File: config.mk
export PLATFORM = sky130hd
export DESIGN_NAME = mfba_ctrl
export DESIGN_NICKNAME = d
export VERILOG_FILES = /design/src/rtl/mfba_pkg.sv /design/src/rtl/mfba_ctrl.sv
export SDC_FILE = /design/constraint.sdc
export NUM_CORES = 1
export LEC_CHECK = 0
export BUFFER_PORTS_ARGS = -buffer_cell sky130_fd_sc_hd__buf_4
export CAP_MARGIN = 20
export CORE_MARGIN = 4
export CORE_UTILIZATION = 48
export DETAILED_ROUTE_END_ITERATION = 7
export PLACE_DENSITY = 0.85
export SLEW_MARGIN = 10
export SYNTH_ARGS = -nofsm -noshare
export SYNTH_HDL_FRONTEND = slang
export SYNTH_SLANG_ARGS = --single-unit
File: constraint.sdc
create_clock -name clk -period 1.65 [get_ports clk]
set_input_delay 0.165 -clock clk [delete_from_list [all_inputs] [get_ports clk]]
set_output_delay 0.165 -clock clk [all_outputs]
set_load 0.02 [all_outputs]
File: src/rtl/mfba_pkg.sv
// package for the max flow block: sizes, command codes, control/status structs
// used by the controller, the datapath and the top level
`timescale 1ns / 1ps
`default_nettype none
package mfba_pkg;

	localparam int MAX_NODES = 64;
	localparam int IDX_W     = $clog2(MAX_NODES);
	localparam int ADDR_W    = 2 * IDX_W;
	localparam int CNT_W     = IDX_W + 1;
	localparam int NODE_W    = 7;
	localparam int CAP_W     = 16;
	localparam int CMD_W     = 2;
	localparam int DATA_W    = 32;
	localparam int STATE_W   = 5;

	localparam logic [DATA_W-1:0] AUGMENT_CAP = 32'd2000000000;

	// input command codes
	localparam logic [CMD_W-1:0] CMD_CLEAR   = 2'd0;
	localparam logic [CMD_W-1:0] CMD_ADD     = 2'd1;
	localparam logic [CMD_W-1:0] CMD_COMPUTE = 2'd2;

	// residual address selects
	localparam logic [2:0] A_CLR  = 3'd0;
	localparam logic [2:0] A_AB   = 3'd1;
	localparam logic [2:0] A_BA   = 3'd2;
	localparam logic [2:0] A_SCAN = 3'd3;
	localparam logic [2:0] A_PV   = 3'd4;
	localparam logic [2:0] A_UV   = 3'd5;
	localparam logic [2:0] A_VU   = 3'd6;

	// residual write data selects
	localparam logic [1:0] W_ZERO    = 2'd0;
	localparam logic [1:0] W_ADDCAP  = 2'd1;
	localparam logic [1:0] W_SUB     = 2'd2;
	localparam logic [1:0] W_ADDBEST = 2'd3;

	typedef struct packed {
		logic [2:0] asel;
		logic       res_we;
		logic [1:0] wsel;
		logic       clr_start;
		logic       clr_step;
		logic       latch_in;
		logic       flow_zero;
		logic       bfs_init;
		logic       q_rd;
		logic       u_load;
		logic       scan_step;
		logic       walk_init;
		logic       up_init;
		logic       u_from_par;
		logic       best_min;
		logic       v_from_u;
		logic       flow_acc;
		logic       out_load;
	} mfba_cmd_t;

	typedef struct packed {
		logic             clr_done;
		logic             add_ok;
		logic             cmp_ok;
		logic [CMD_W-1:0] cmd;
		logic             q_empty;
		logic             scan_last;
		logic             t_visited;
		logic             v_is_s;
		logic             out_free;
	} mfba_status_t;

	function automatic logic [DATA_W-1:0] add_sat(input logic [DATA_W-1:0] a,
			input logic [DATA_W-1:0] b);
		logic [DATA_W:0] s;
		s = {1'b0, a} + {1'b0, b};
		return s[DATA_W] ? {DATA_W{1'b1}} : s[DATA_W-1:0];
	endfunction

	function automatic logic node_ok(input logic [NODE_W-1:0] n);
		return (n != '0) && (32'(n) <= MAX_NODES);
	endfunction

	function automatic logic [IDX_W-1:0] node_idx(input logic [NODE_W-1:0] n);
		logic [NODE_W-1:0] m;
		m = n - NODE_W'(1);
		return m[IDX_W-1:0];
	endfunction

endpackage
`default_nettype wire

File: src/rtl/mfba_ctrl.sv
// controller state machine: command decode, search, bottleneck walk, update walk
// depends on mfba_pkg
`timescale 1ns / 1ps
`default_nettype none
module mfba_ctrl (
	input  wire logic                  clk,
	input  wire logic                  arst_n,
	input  wire logic                  in_valid,
	output logic                       in_stall,
	input  wire mfba_pkg::mfba_status_t st,
	output mfba_pkg::mfba_cmd_t        cmd
);
	import mfba_pkg::*;

	localparam logic [STATE_W-1:0] S_CLR   = 5'd0;
	localparam logic [STATE_W-1:0] S_IDLE  = 5'd1;
	localparam logic [STATE_W-1:0] S_AF_RD = 5'd2;
	localparam logic [STATE_W-1:0] S_AF_WR = 5'd3;
	localparam logic [STATE_W-1:0] S_AR_RD = 5'd4;
	localparam logic [STATE_W-1:0] S_AR_WR = 5'd5;
	localparam logic [STATE_W-1:0] S_BINIT = 5'd6;
	localparam logic [STATE_W-1:0] S_POP   = 5'd7;
	localparam logic [STATE_W-1:0] S_POPW  = 5'd8;
	localparam logic [STATE_W-1:0] S_SCAN  = 5'd9;
	localparam logic [STATE_W-1:0] S_CHK   = 5'd10;
	localparam logic [STATE_W-1:0] S_WINIT = 5'd11;
	localparam logic [STATE_W-1:0] S_WP    = 5'd12;
	localparam logic [STATE_W-1:0] S_WPW   = 5'd13;
	localparam logic [STATE_W-1:0] S_WRW   = 5'd14;
	localparam logic [STATE_W-1:0] S_UINIT = 5'd15;
	localparam logic [STATE_W-1:0] S_UP    = 5'd16;
	localparam logic [STATE_W-1:0] S_UPW   = 5'd17;
	localparam logic [STATE_W-1:0] S_UW1   = 5'd18;
	localparam logic [STATE_W-1:0] S_UR2   = 5'd19;
	localparam logic [STATE_W-1:0] S_UW2   = 5'd20;
	localparam logic [STATE_W-1:0] S_DONE  = 5'd21;

	logic [STATE_W-1:0] state_q, state_d;

	// state register, reset starts with a clearing sweep
	always_ff @(posedge clk or negedge arst_n) begin
		if (!arst_n) begin
			state_q <= S_CLR;
		end else begin
			state_q <= state_d;
		end
	end

	assign in_stall = (state_q != S_IDLE);

	// next state and commands
	always_comb begin
		state_d = state_q;
		cmd     = '0;
		case (state_q)
			S_CLR: begin
				cmd.asel     = A_CLR;
				cmd.res_we   = 1'b1;
				cmd.wsel     = W_ZERO;
				cmd.clr_step = 1'b1;
				if (st.clr_done) state_d = S_IDLE;
			end
			S_IDLE: begin
				if (in_valid) begin
					cmd.latch_in = 1'b1;
					case (st.cmd)
						CMD_CLEAR: begin
							cmd.clr_start = 1'b1;
							state_d = S_CLR;
						end
						CMD_ADD: begin
							if (st.add_ok) state_d = S_AF_RD;
						end
						CMD_COMPUTE: begin
							cmd.flow_zero = 1'b1;
							state_d = st.cmp_ok ? S_BINIT : S_DONE;
						end
						default: state_d = S_IDLE;
					endcase
				end
			end
			S_AF_RD: begin
				cmd.asel = A_AB;
				state_d  = S_AF_WR;
			end
			S_AF_WR: begin
				cmd.asel   = A_AB;
				cmd.res_we = 1'b1;
				cmd.wsel   = W_ADDCAP;
				state_d    = S_AR_RD;
			end
			S_AR_RD: begin
				cmd.asel = A_BA;
				state_d  = S_AR_WR;
			end
			S_AR_WR: begin
				cmd.asel   = A_BA;
				cmd.res_we = 1'b1;
				cmd.wsel   = W_ADDCAP;
				state_d    = S_IDLE;
			end
			S_BINIT: begin
				cmd.bfs_init = 1'b1;
				state_d      = S_POP;
			end
			S_POP: begin
				if (st.q_empty) begin
					state_d = S_DONE;
				end else begin
					cmd.q_rd = 1'b1;
					state_d  = S_POPW;
				end
			end
			S_POPW: begin
				cmd.u_load = 1'b1;
				state_d    = S_SCAN;
			end
			S_SCAN: begin
				cmd.asel      = A_SCAN;
				cmd.scan_step = 1'b1;
				if (st.scan_last) state_d = S_CHK;
			end
			S_CHK: begin
				state_d = st.t_visited ? S_WINIT : S_POP;
			end
			S_WINIT: begin
				cmd.walk_init = 1'b1;
				state_d       = S_WP;
			end
			S_WP: begin
				state_d = st.v_is_s ? S_UINIT : S_WPW;
			end
			S_WPW: begin
				cmd.asel       = A_PV;
				cmd.u_from_par = 1'b1;
				state_d        = S_WRW;
			end
			S_WRW: begin
				cmd.best_min = 1'b1;
				cmd.v_from_u = 1'b1;
				state_d      = S_WP;
			end
			S_UINIT: begin
				cmd.up_init = 1'b1;
				state_d     = S_UP;
			end
			S_UP: begin
				if (st.v_is_s) begin
					cmd.flow_acc = 1'b1;
					state_d      = S_BINIT;
				end else begin
					state_d = S_UPW;
				end
			end
			S_UPW: begin
				cmd.asel       = A_PV;
				cmd.u_from_par = 1'b1;
				state_d        = S_UW1;
			end
			S_UW1: begin
				cmd.asel   = A_UV;
				cmd.res_we = 1'b1;
				cmd.wsel   = W_SUB;
				state_d    = S_UR2;
			end
			S_UR2: begin
				cmd.asel = A_VU;
				state_d  = S_UW2;
			end
			S_UW2: begin
				cmd.asel     = A_VU;
				cmd.res_we   = 1'b1;
				cmd.wsel     = W_ADDBEST;
				cmd.v_from_u = 1'b1;
				state_d      = S_UP;
			end
			S_DONE: begin
				if (st.out_free) begin
					cmd.out_load = 1'b1;
					state_d      = S_IDLE;
				end
			end
			default: state_d = S_IDLE;
		endcase
	end

	// an item is taken only in idle
	a_take_idle: assert property (@(posedge clk) disable iff (!arst_n)
		cmd.latch_in |-> (state_q == S_IDLE))
		else $error("item taken outside idle");
	// a result is loaded only when the output register is free
	a_out_free: assert property (@(posedge clk) disable iff (!arst_n)
		cmd.out_load |-> st.out_free)
		else $error("result loaded over pending result");
	// scan always follows a queue pop
	a_scan_entry: assert property (@(posedge clk) disable iff (!arst_n)
		(state_q == S_SCAN && $past(state_q) != S_SCAN) |-> $past(state_q) == S_POPW)
		else $error("scan entered without pop");

endmodule
`default_nettype wire

==> impl_results.md, run 1 <==
- Outcome: did not finish
- Stopping stage: global routing (5_1_grt)
- Error message: [ERROR DPL-0038] Utilization greater than 100%, impossible to legalize
- Pre-CTS setup slack: between 0.04 and 0.05 ns
- Number of buffers added by the clock tree synthesis step: 3
- Count of distinct cell types in the synthesized netlist: 43
- Largest net degree at the start of global routing: 14
- Post-Synthesis Net Count: around 150
- Register bit count reported by yosys: 5
- Number of buffer cells added on primary ports: 34
- Most used flip-flop cell after synthesis: sky130_fd_sc_hd__dfrtp_1
- Yosys warning count: 0
- Master cell of the clock root buffer: sky130_fd_sc_hd__clkbuf_4
- Clock Path Buffers: 2
- Height of the die: roughly 51 µm
- Post-Synthesis Mean Instance Area: 6.50 µm²
- Number of instances in the synthesized netlist: ~130
- Number of enable-type register cells in the synthesized netlist: 0
- Kind of endpoint with the least setup slack: top-level output
- Final HPWL from detailed placement: around 2.3 mm
- Part of the Yosys area used for sequential elements: 0.144
- H-tree depth: 1
- Standard-cell rows: 15
- Async set-or-reset flop fraction in the synthesized netlist: 1.00
- Mapped Area: ~870 µm²
- I/O pin count: 35
- Die Width: just over 50 µm
- Endpoint pin with the least setup slack after global-route repair: cmd[14]
- Placer Congestion: 0.976
- Starting utilization of the core area: 0.504
- Total clock sinks: 5
what timing repair did:
action / in CTS
hold endpoints to repair: 5
pin swaps: 4
buffers inserted: 12
gates resized for setup: 28
endpoints found under the setup margin: 21
cloned: 1
hold buffers: 1
metrics by stage:
| step | area (µm²) | setup TNS (ns) | hold slack, ns | cells | utilization |
|---|---|---|---|---|---|
| after floorplan | 887 | 0 | -0.131 | 134 | - |
| after global placement | 1260 | 0 | -0.0321 | 202 | 0.730 |
| after detailed placement | 1260 | 0 | -0.0330 | 202 | 0.730 |
| after CTS | 1490 | -0.108 | 0.234 | 220 | 0.860 |
cell usage after synthesis (all sizes together) (3+ instances only):
cell type / count / area, µm²
nor3: 9 / 45.0
inv: 5 / 18.8
a21oi: 13 / 65.1
nor4: 3 / 25.0
nor2: 17 / 63.8
o21ai: 8 / 43.8
buf: 11 / 73.8
nand2b: 6 / 37.5
dfrtp: 5 / 125
clkbuf: 3 / 11.3
nand2: 12 / 45.0
nor2b: 5 / 31.3
nand3: 3 / 15.0
cell families after synthesis:
group	synth area share
AOI/OAI and AO/OA	0.256
xor gates and xnor gates	0.0201
buffers and inverters	0.119
DFF	0.144
muxes	0.0129
and+or+nand+nor	0.448
==> run 2, diff against run 1 <==
--- a/config.mk
+++ b/config.mk
@@ -7,10 +7,10 @@
 export LEC_CHECK = 0
 export BUFFER_PORTS_ARGS = -buffer_cell sky130_fd_sc_hd__buf_4
 export CAP_MARGIN = 20
-export CORE_MARGIN = 4
-export CORE_UTILIZATION = 48
+export CORE_AREA = 4 4 65 67
 export DETAILED_ROUTE_END_ITERATION = 7
-export PLACE_DENSITY = 0.85
+export DIE_AREA = 0 0 69 71
+export PLACE_DENSITY_LB_ADDON = 0.15
 export SLEW_MARGIN = 10
 export SYNTH_ARGS = -nofsm -noshare
 export SYNTH_HDL_FRONTEND = slang
==> run 2 against run 1 <==
Compared with the run above: synthesized cell count stayed put; synthesized area stayed put; the flow now finishes, with violations (setup timing).
==> impl_results.md, run 2 <==
- Endpoint kind of the worst setup timing path: output port
- Routed Wire Length: 3.67 mm
- Largest register FFs: 5
- Number of max-slew violations in the final report: 0
- Setup skew after layout: just over 0.0006 ns
- Final cell count without fillers: ~250
- Total clock sinks: 5 (unchanged)
- Largest fanout on the critical path: 7
- Remaining antenna violation count: 0
- Reported leakage power: ~0.73 nW
- Worst reg2reg setup slack: 0.06 ns
- Clock Path Buffers: 2 (unchanged)
- Worst vdd rail ir drop: 0.000701 V
- Most used standard cell by instance count after synthesis: sky130_fd_sc_hd__nor2_1 (unchanged)
- Worst path arrival time: ~1.5 ns
- Fillers: a little under 400
- Residual DRC: 0
- GRT Util Overall: 0.137
- Total global routing overflow: 0
- Routed WL per cell: 15.0 µm
- H-tree depth: 1 (unchanged)
- Required time at the endpoint of the critical path: about 1.5 ns
- Number of hold violations in the final report: 0
- Final period demand of the worst path: 1.68 ns
- Clock network power share: 0.084
- Number of buffers added by the clock tree synthesis step: 3 (unchanged)
- Max Clk Rate: around 0.59 GHz
- Final HPWL from detailed placement: 2.56 mm (was 2.31 mm)
- Largest net degree at the start of global routing: 16
- Fraction of power spent switching nets: 0.475
- Starting utilization of the core area: 0.240 (was 0.504)
- Multi-input gate area: ~750 µm²
- Critical path start-end classification: reg2out
- Mapped Area: 871 µm² (unchanged)
- Failing checks: setup timing
- Register bit count reported by yosys: 5 (unchanged)
- Longest individual stage delay on the worst path: between 0.4 and 0.5 ns
- Post-Synthesis Mean Instance Area: 6.50 µm² (unchanged)
- Count of distinct cell types in the synthesized netlist: 43 (unchanged)
- List of cells traversed by the critical path: or3_4 > nor2_4 > a21oi_2 > nor2_1 > buf_4
- Outcome: finished, violations left (was did not finish)
- Worst Hold End: state_q[0]
- Clock-pin slew reported for the worst setup and hold paths after clock tree synthesis: ~0.040 ns
- Die Width: 69 µm (was 50.6 µm)
- Cell internal power dissipation: around 0.0014 W
- Final clock period utilization by the worst path: 1.02
- Final worst-path setup slack: -0.0308 ns
- Number of cell instances on the worst register-to-register path: 7
- Clock Latency Late Sink: between 0.2 and 0.25 ns
- Number of instances in the synthesized netlist: 134 (unchanged)
- Wire length of the first global-routing pass: approximately 5.6 mm
- RSZ-0062 raised after global routing: yes
- Number of buffer cells added on primary ports: 34 (unchanged)
- Count of routing violations after the opening detailed-route iteration: 73
- Placer Congestion: 0.840 (was 0.976)
- Number of enable-type register cells in the synthesized netlist: 0 (unchanged)
- Element type at the critical path start: flop
- Nets: between 200 and 250
- Part of the Yosys area used for sequential elements: 0.144 (unchanged)
- Register cell area after layout: roughly 130 µm²
- Most used flip-flop cell after synthesis: sky130_fd_sc_hd__dfrtp_1 (unchanged)
- Cell count of the worst hold path: 3
- Path type of the worst min-delay path: in2reg
- Register with the most flip-flops: state_q
- Hold path startpoint: st[9]
- # placed instances: 223 (was 202)
- Combinational cell fraction of total power: 0.814
- Commonest cells in the synthesized netlist: sky130_fd_sc_hd__nor2_1, sky130_fd_sc_hd__a21oi_1, sky130_fd_sc_hd__nand2_1 (unchanged)
- Power per standard cell area: 1710 mW/mm²
- Pre-CTS setup slack: -0.0145 ns (was 0.0411 ns)
- Beginning of the worst register-to-register path: state_q[2]
- Master cell of the clock root buffer: sky130_fd_sc_hd__clkbuf_8 (was sky130_fd_sc_hd__clkbuf_4)
- Switching Power: between 0.001 and 0.0015 W
- Post-Synthesis Net Count: 147 (unchanged)
- Yosys warning count: 0 (unchanged)
- Antenna violations before repair: 0
- Via count of the first global-routing pass: around 1200
- End of the worst register-to-register path: state_q[1]
- Height of the die: 71 µm (was 50.6 µm)
- Diodes inserted: 0
- Worst slew margin relative to its limit: 0.797
- Worst slew pin tran: approximately 0.3 ns
- I/O pin count: 35 (unchanged)
- Leading registers by flop count: state_q x5
- Final Setup Violations: 4
- Via count of the routed design: 1246
- Cell taking the most area after synthesis: sky130_fd_sc_hd__dfrtp_1 (unchanged)
- Standard-cell rows: 22 (was 15)
- Most common cell after layout, fill and taps aside: sky130_fd_sc_hd__buf_4
- CTS tree: yes
- Reported max-cap violation count: 0
- Most used cells in the layout excluding fill and tap cells: sky130_fd_sc_hd__buf_4, sky130_fd_sc_hd__nor2_1, sky130_fd_sc_hd__a21oi_1
- Die Outline Area: about 0.0049 mm²
- Post-synthesis to final-layout area growth: 82.9%
- Length of the first detailed-routing pass in iterations: 4
- Portion of synthesized cell area occupied by the leading cell type: 0.144 (unchanged)
- Core Footprint: 0.00363 mm²
- Part of the power in registers: 0.102
- Vias per cell: between 5 and 6
- Leading cell types by total area after synthesis: sky130_fd_sc_hd__dfrtp_1, sky130_fd_sc_hd__a21oi_1, sky130_fd_sc_hd__nor2_1 (unchanged)
- Slowest CP cell: sky130_fd_sc_hd__dfrtp_2
- Async set-or-reset flop fraction in the synthesized netlist: 1.00 (unchanged)
- Fraction of final layout cells sized beyond drive strength 1: 0.548
run 2: cell counts after synthesis:
Identical to the previous run, type by type.
run 2: worst max-delay path: cells and delay by family, from the launching register on:
family	cells	cell delay [ns]
compound gates	1	0.04
buf+inv	1	0.15
flops	1	0.48
simple gates	3	0.63
run 2: final cells by class:
type	instances	area share
clock buffer	4	0.0283
inverter	5	0.0134
multi-input combinational	110	0.470
sequential	5	0.0825
tap	48	0.0377
timing repair buffer	73	0.368
run 2: repair_timing:
item / in CTS / in global routing
pin swaps: 4 / 6
hold buffers: 1 / 0
hold endpoints to repair: 5 / 0
gates resized for setup: 18 / 22
setup buffers: 7 / 10
setup endpoints to repair: 19 / 21
run 2: worst max-delay path by stage:
stage	startpoint	slack [ns]	endpoint	cells past startpoint
floorplan	state_q[1]	0.004	cmd[19]	6
global placement	state_q[2]	-0.09	state_q[4]	5
detailed placement	state_q[2]	-0.01	cmd[14]	4
CTS	state_q[1]	-0.06	cmd[14]	5
global route	state_q[2]	-0.10	cmd[14]	5
finish	state_q[0]	-0.03	cmd[17]	5
run 2: kinds of logic after synthesis:
logic type / count (synthesis) / share of synthesized area
AOI/OAI and AO/OA: 36 / 0.256
muxes: 1 / 0.0129
xor gates and xnor gates: 2 / 0.0201
and+or+nand+nor: 71 / 0.448
buffers and inverters: 19 / 0.119
DFF: 5 / 0.144
run 2: power by group through the flow:
stage / Clock, W / Combinational (W) / Sequential (W)
finish: 0.000228 / 0.00221 / 0.000278
detailed placement: 0 / 0.00166 / 0.000276
floorplan: 0 / 0.00113 / 0.000188
CTS: 0.000230 / 0.00190 / 0.000272
global placement: 0 / 0.00168 / 0.000273
global route: 0.000238 / 0.00237 / 0.000281
run 2: through the flow:
| step | setup TNS (ns) | util | hold slack, ns | instance area (µm²) | total power [W] |
|---|---|---|---|---|---|
| 5_1_grt | -0.493 | 0.438 | 0.286 | 1590 | 0.00288 |
| 3_3_place_gp | -0.0892 | 0.351 | -0.0330 | 1270 | 0.00195 |
| 2_1_floorplan | 0 | - | -0.131 | 887 | 0.00131 |
| 4_1_cts | -0.178 | 0.395 | 0.269 | 1440 | 0.00240 |
| 3_5_place_dp | -0.0145 | 0.351 | -0.0293 | 1270 | 0.00193 |
| 6_report | -0.0898 | 0.438 | 0.269 | 1590 | 0.00272 |
run 2: metal layers:
layer  GRT usage  part of all wire  vias to the layer above
met5           0                 0                        -
met4      0.0325             0.024                        0
met3      0.0398             0.070                        9
met2       0.197              0.45                       52
met1       0.199              0.46                      585
li1            -                 -                      600
Note: power is estimated with default switching activity, not from simulation.
==> run 3, diff against run 2 <==
--- a/config.mk
+++ b/config.mk
@@ -10,7 +10,7 @@
 export CORE_AREA = 4 4 65 67
 export DETAILED_ROUTE_END_ITERATION = 7
 export DIE_AREA = 0 0 69 71
-export PLACE_DENSITY_LB_ADDON = 0.15
+export PLACE_DENSITY = 0.42
 export SLEW_MARGIN = 10
 export SYNTH_ARGS = -nofsm -noshare
 export SYNTH_HDL_FRONTEND = slang
==> run 3 against run 2 <==
Compared with the run above: worst hold slack got worse by 0.011 ns; first-iteration DRC count up 41%; combinational power is 5% higher; the run still ends with setup timing left; flip-flop and latch count is the same; routed wire length shrank 0.30%; register-to-register slack lost 0.02 ns; sequential power down 1%; total power is 3.7% higher.
==> impl_results.md, run 3 (synthesized netlist as in run 2, its figures left out) <==
- Diodes inserted: 0 (unchanged)
- RSZ-0062 raised after global routing: yes (unchanged)
- Starting utilization of the core area: 0.240 (unchanged)
- Cell internal power dissipation: 0.00149 W (was 0.00143 W)
- Register with the most flip-flops: state_q (unchanged)
- Via count of the first global-routing pass: 1240 (was 1180)
- Height of the die: 71 µm (unchanged)
- Routed Wire Length: 3.66 mm (was 3.67 mm)
- Leading registers by flop count: state_q x5 (unchanged)
- Fraction of the core area covered by cells at the end of the flow: 0.464 (was 0.438)
- Length of the first detailed-routing pass in iterations: 4 (unchanged)
- Worst reg2reg setup slack: 0.04 ns (was 0.06 ns)
- Slowest CP cell: sky130_fd_sc_hd__dfrtp_2 (unchanged)
- GRT Util Overall: 0.143 (was 0.137)
- Fraction of power spent switching nets: 0.472 (was 0.475)
- CTS tree: yes (unchanged)
- Die Outline Area: 0.00490 mm² (unchanged)
- Outcome: finished, violations left (unchanged)
- Part of the power in registers: 0.097 (was 0.102)
- Worst path arrival time: 1.55 ns (was 1.52 ns)
- I/O pin count: 35 (unchanged)
- Most common cell after layout, fill and taps aside: sky130_fd_sc_hd__buf_4 (unchanged)
- Setup skew after layout: 0.00420 ns (was 0.000613 ns)
- Cell count of the worst hold path: 3 (unchanged)
- List of cells traversed by the critical path: buf_4 > buf_6 > nand2_2 > mux2_2 > nor2_2 > buf_6 (was or3_4 > nor2_4 > a21oi_2 > nor2_1 > buf_4)
- Beginning of the worst register-to-register path: state_q[1] (was state_q[2])
- Largest fanout on the critical path: 7 (unchanged)
- Switching Power: 0.00133 W (was 0.00129 W)
- Fraction of final layout cells sized beyond drive strength 1: 0.601 (was 0.548)
- Element type at the critical path start: flop (unchanged)
- Die Width: 69 µm (unchanged)
- Hold path startpoint: st[9] (unchanged)
- End of the worst register-to-register path: state_q[0] (was state_q[1])
- Antenna violations before repair: 0 (unchanged)
- Nets: 212 (was 211)
- Combinational cell fraction of total power: 0.821 (was 0.814)
- Source of the critical timing path: state_q[4] (was state_q[0])
- CP dominant cell by count: sky130_fd_sc_hd__buf_6
- Endpoint kind of the worst setup timing path: output port (unchanged)
- Residual DRC: 0 (unchanged)
- Path type of the worst min-delay path: in2reg (unchanged)
- Most used cells in the layout excluding fill and tap cells: sky130_fd_sc_hd__buf_4, sky130_fd_sc_hd__buf_6, sky130_fd_sc_hd__nor2_1 (was sky130_fd_sc_hd__buf_4, sky130_fd_sc_hd__nor2_1, sky130_fd_sc_hd__a21oi_1)
- Failing checks: setup timing (unchanged)
- Worst Hold End: state_q[0] (unchanged)
- Clock Path Buffers: 2 (unchanged)
- Max Clk Rate: 0.582 GHz (was 0.595 GHz)
- Power per standard cell area: 1670 mW/mm² (was 1710 mW/mm²)
- Required time at the endpoint of the critical path: 1.48 ns (about the same)
- Worst slew margin relative to its limit: 0.655 (was 0.797)
- Total global routing overflow: 0 (unchanged)
- Remaining antenna violation count: 0 (unchanged)
- Wire length of the first global-routing pass: 5.96 mm (was 5.62 mm)
- Total clock sinks: 5 (unchanged)
- Via count of the routed design: 1241 (was 1246)
- Longest individual stage delay on the worst path: 0.47 ns (was 0.48 ns)
- Number of buffers added by the clock tree synthesis step: 3 (unchanged)
- Worst slew pin tran: 0.512 ns (was 0.301 ns)
- Placer Congestion: 0.836 (was 0.840)
- Final Setup Violations: 4 (unchanged)
- Reported leakage power: 0.747 nW (was 0.733 nW)
- Number of hold violations in the final report: 0 (unchanged)
- Largest register FFs: 5 (unchanged)
- Number of buffer cells added on primary ports: 34 (unchanged)
- Clock network power share: 0.081 (was 0.084)
- Post-synthesis to final-layout area growth: 93.7% (was 82.9%)
- Worst vdd rail ir drop: 0.000550 V (was 0.000701 V)
- Final clock period utilization by the worst path: 1.04 (was 1.02)
- Clock-pin slew reported for the worst setup and hold paths after clock tree synthesis: 0.04 ns (about the same)
- Count of routing violations after the opening detailed-route iteration: 103 (was 73)
- Routed WL per cell: 14.9 µm (was 15.0 µm)
- Core Footprint: 0.00363 mm² (unchanged)
- Final period demand of the worst path: 1.72 ns (was 1.68 ns)
- Critical path start-end classification: reg2out (unchanged)
- Master cell of the clock root buffer: sky130_fd_sc_hd__clkbuf_8 (unchanged)
- Number of max-slew violations in the final report: 0 (unchanged)
- Vias per cell: 5.04 (was 5.09)
- Clock Latency Late Sink: 0.22 ns (about the same)
- Final HPWL from detailed placement: 2.62 mm (was 2.56 mm)
- Standard-cell rows: 22 (unchanged)
- Number of cell instances on the worst register-to-register path: 6 (was 7)
- Largest net degree at the start of global routing: 15 (was 16)
- Final worst-path setup slack: -0.0675 ns (was -0.0308 ns)
- Pre-CTS setup slack: 0.0178 ns (was -0.0145 ns)
- H-tree depth: 1 (unchanged)
- Reported max-cap violation count: 0 (unchanged)
-- run 3: per-stage QoR --
stage	cells	hold slack (ns)	TNS, ns	instance area (µm²)	power [W]
final	246	0.258	-0.104	1690	0.00282
after global routing	246	0.285	-0.811	1690	0.00300
after floorplan	134	-0.131	0	887	0.00131
after CTS	242	0.262	-0.178	1530	0.00253
after detailed placement	227	-0.0297	0	1310	0.00200
after global placement	227	-0.0295	0	1310	0.00201
-- run 3: worst max path at each step --
stage | end | cells past startpoint
floorplan | cmd[19] | 6
detailed placement | state_q[4] | 5
CTS | cmd[14] | 5
finish | cmd[2] | 6
global route | cmd[2] | 6
global placement | state_q[2] | 6
-- run 3: power groups by stage --
| stage | logic, W | registers (W) | clock network [W] |
|---|---|---|---|
| detailed placement | 0.00173 | 0.000264 | 0 |
| floorplan | 0.00113 | 0.000188 | 0 |
| finish | 0.00232 | 0.000274 | 0.000229 |
| global route | 0.00248 | 0.000282 | 0.000243 |
| CTS | 0.00203 | 0.000270 | 0.000235 |
| global placement | 0.00175 | 0.000267 | 0 |
-- run 3: area by class of cell --
cell class	count	area (µm²)
fillers	382	1950
multi-input cells	110	815
repair buffers	74	614
flip-flops and latches	5	131
well taps	48	60.1
clock buffers	4	45.0
inverters	5	21.3
-- run 3: worst max-delay path, delay by kind of cell (launching register included) --
family                 cells  cell delay (ns)
flip-flops                 1             0.47
buffers and inverters      3             0.41
multiplexers               1             0.26
AND/OR/NAND/NOR            2             0.18
-- run 3: routing by layer --
metal | up-vias | wire length (µm) | global-route usage
met5 | - | 0 | 0
met2 | 33 | 1860 | 0.253
met1 | 598 | 1590 | 0.181
li1 | 604 | - | -
met4 | 0 | 60 | 0.0390
met3 | 6 | 155 | 0.0199
-- run 3: timing repair --
action / 4_1_cts / 5_1_grt
setup endpoints to repair: 16 / 20
hold endpoints to repair: 5 / 0
buffers inserted: 10 / 5
hold buffers: 1 / 0
pin swaps: 5 / 9
gates resized for setup: 25 / 35
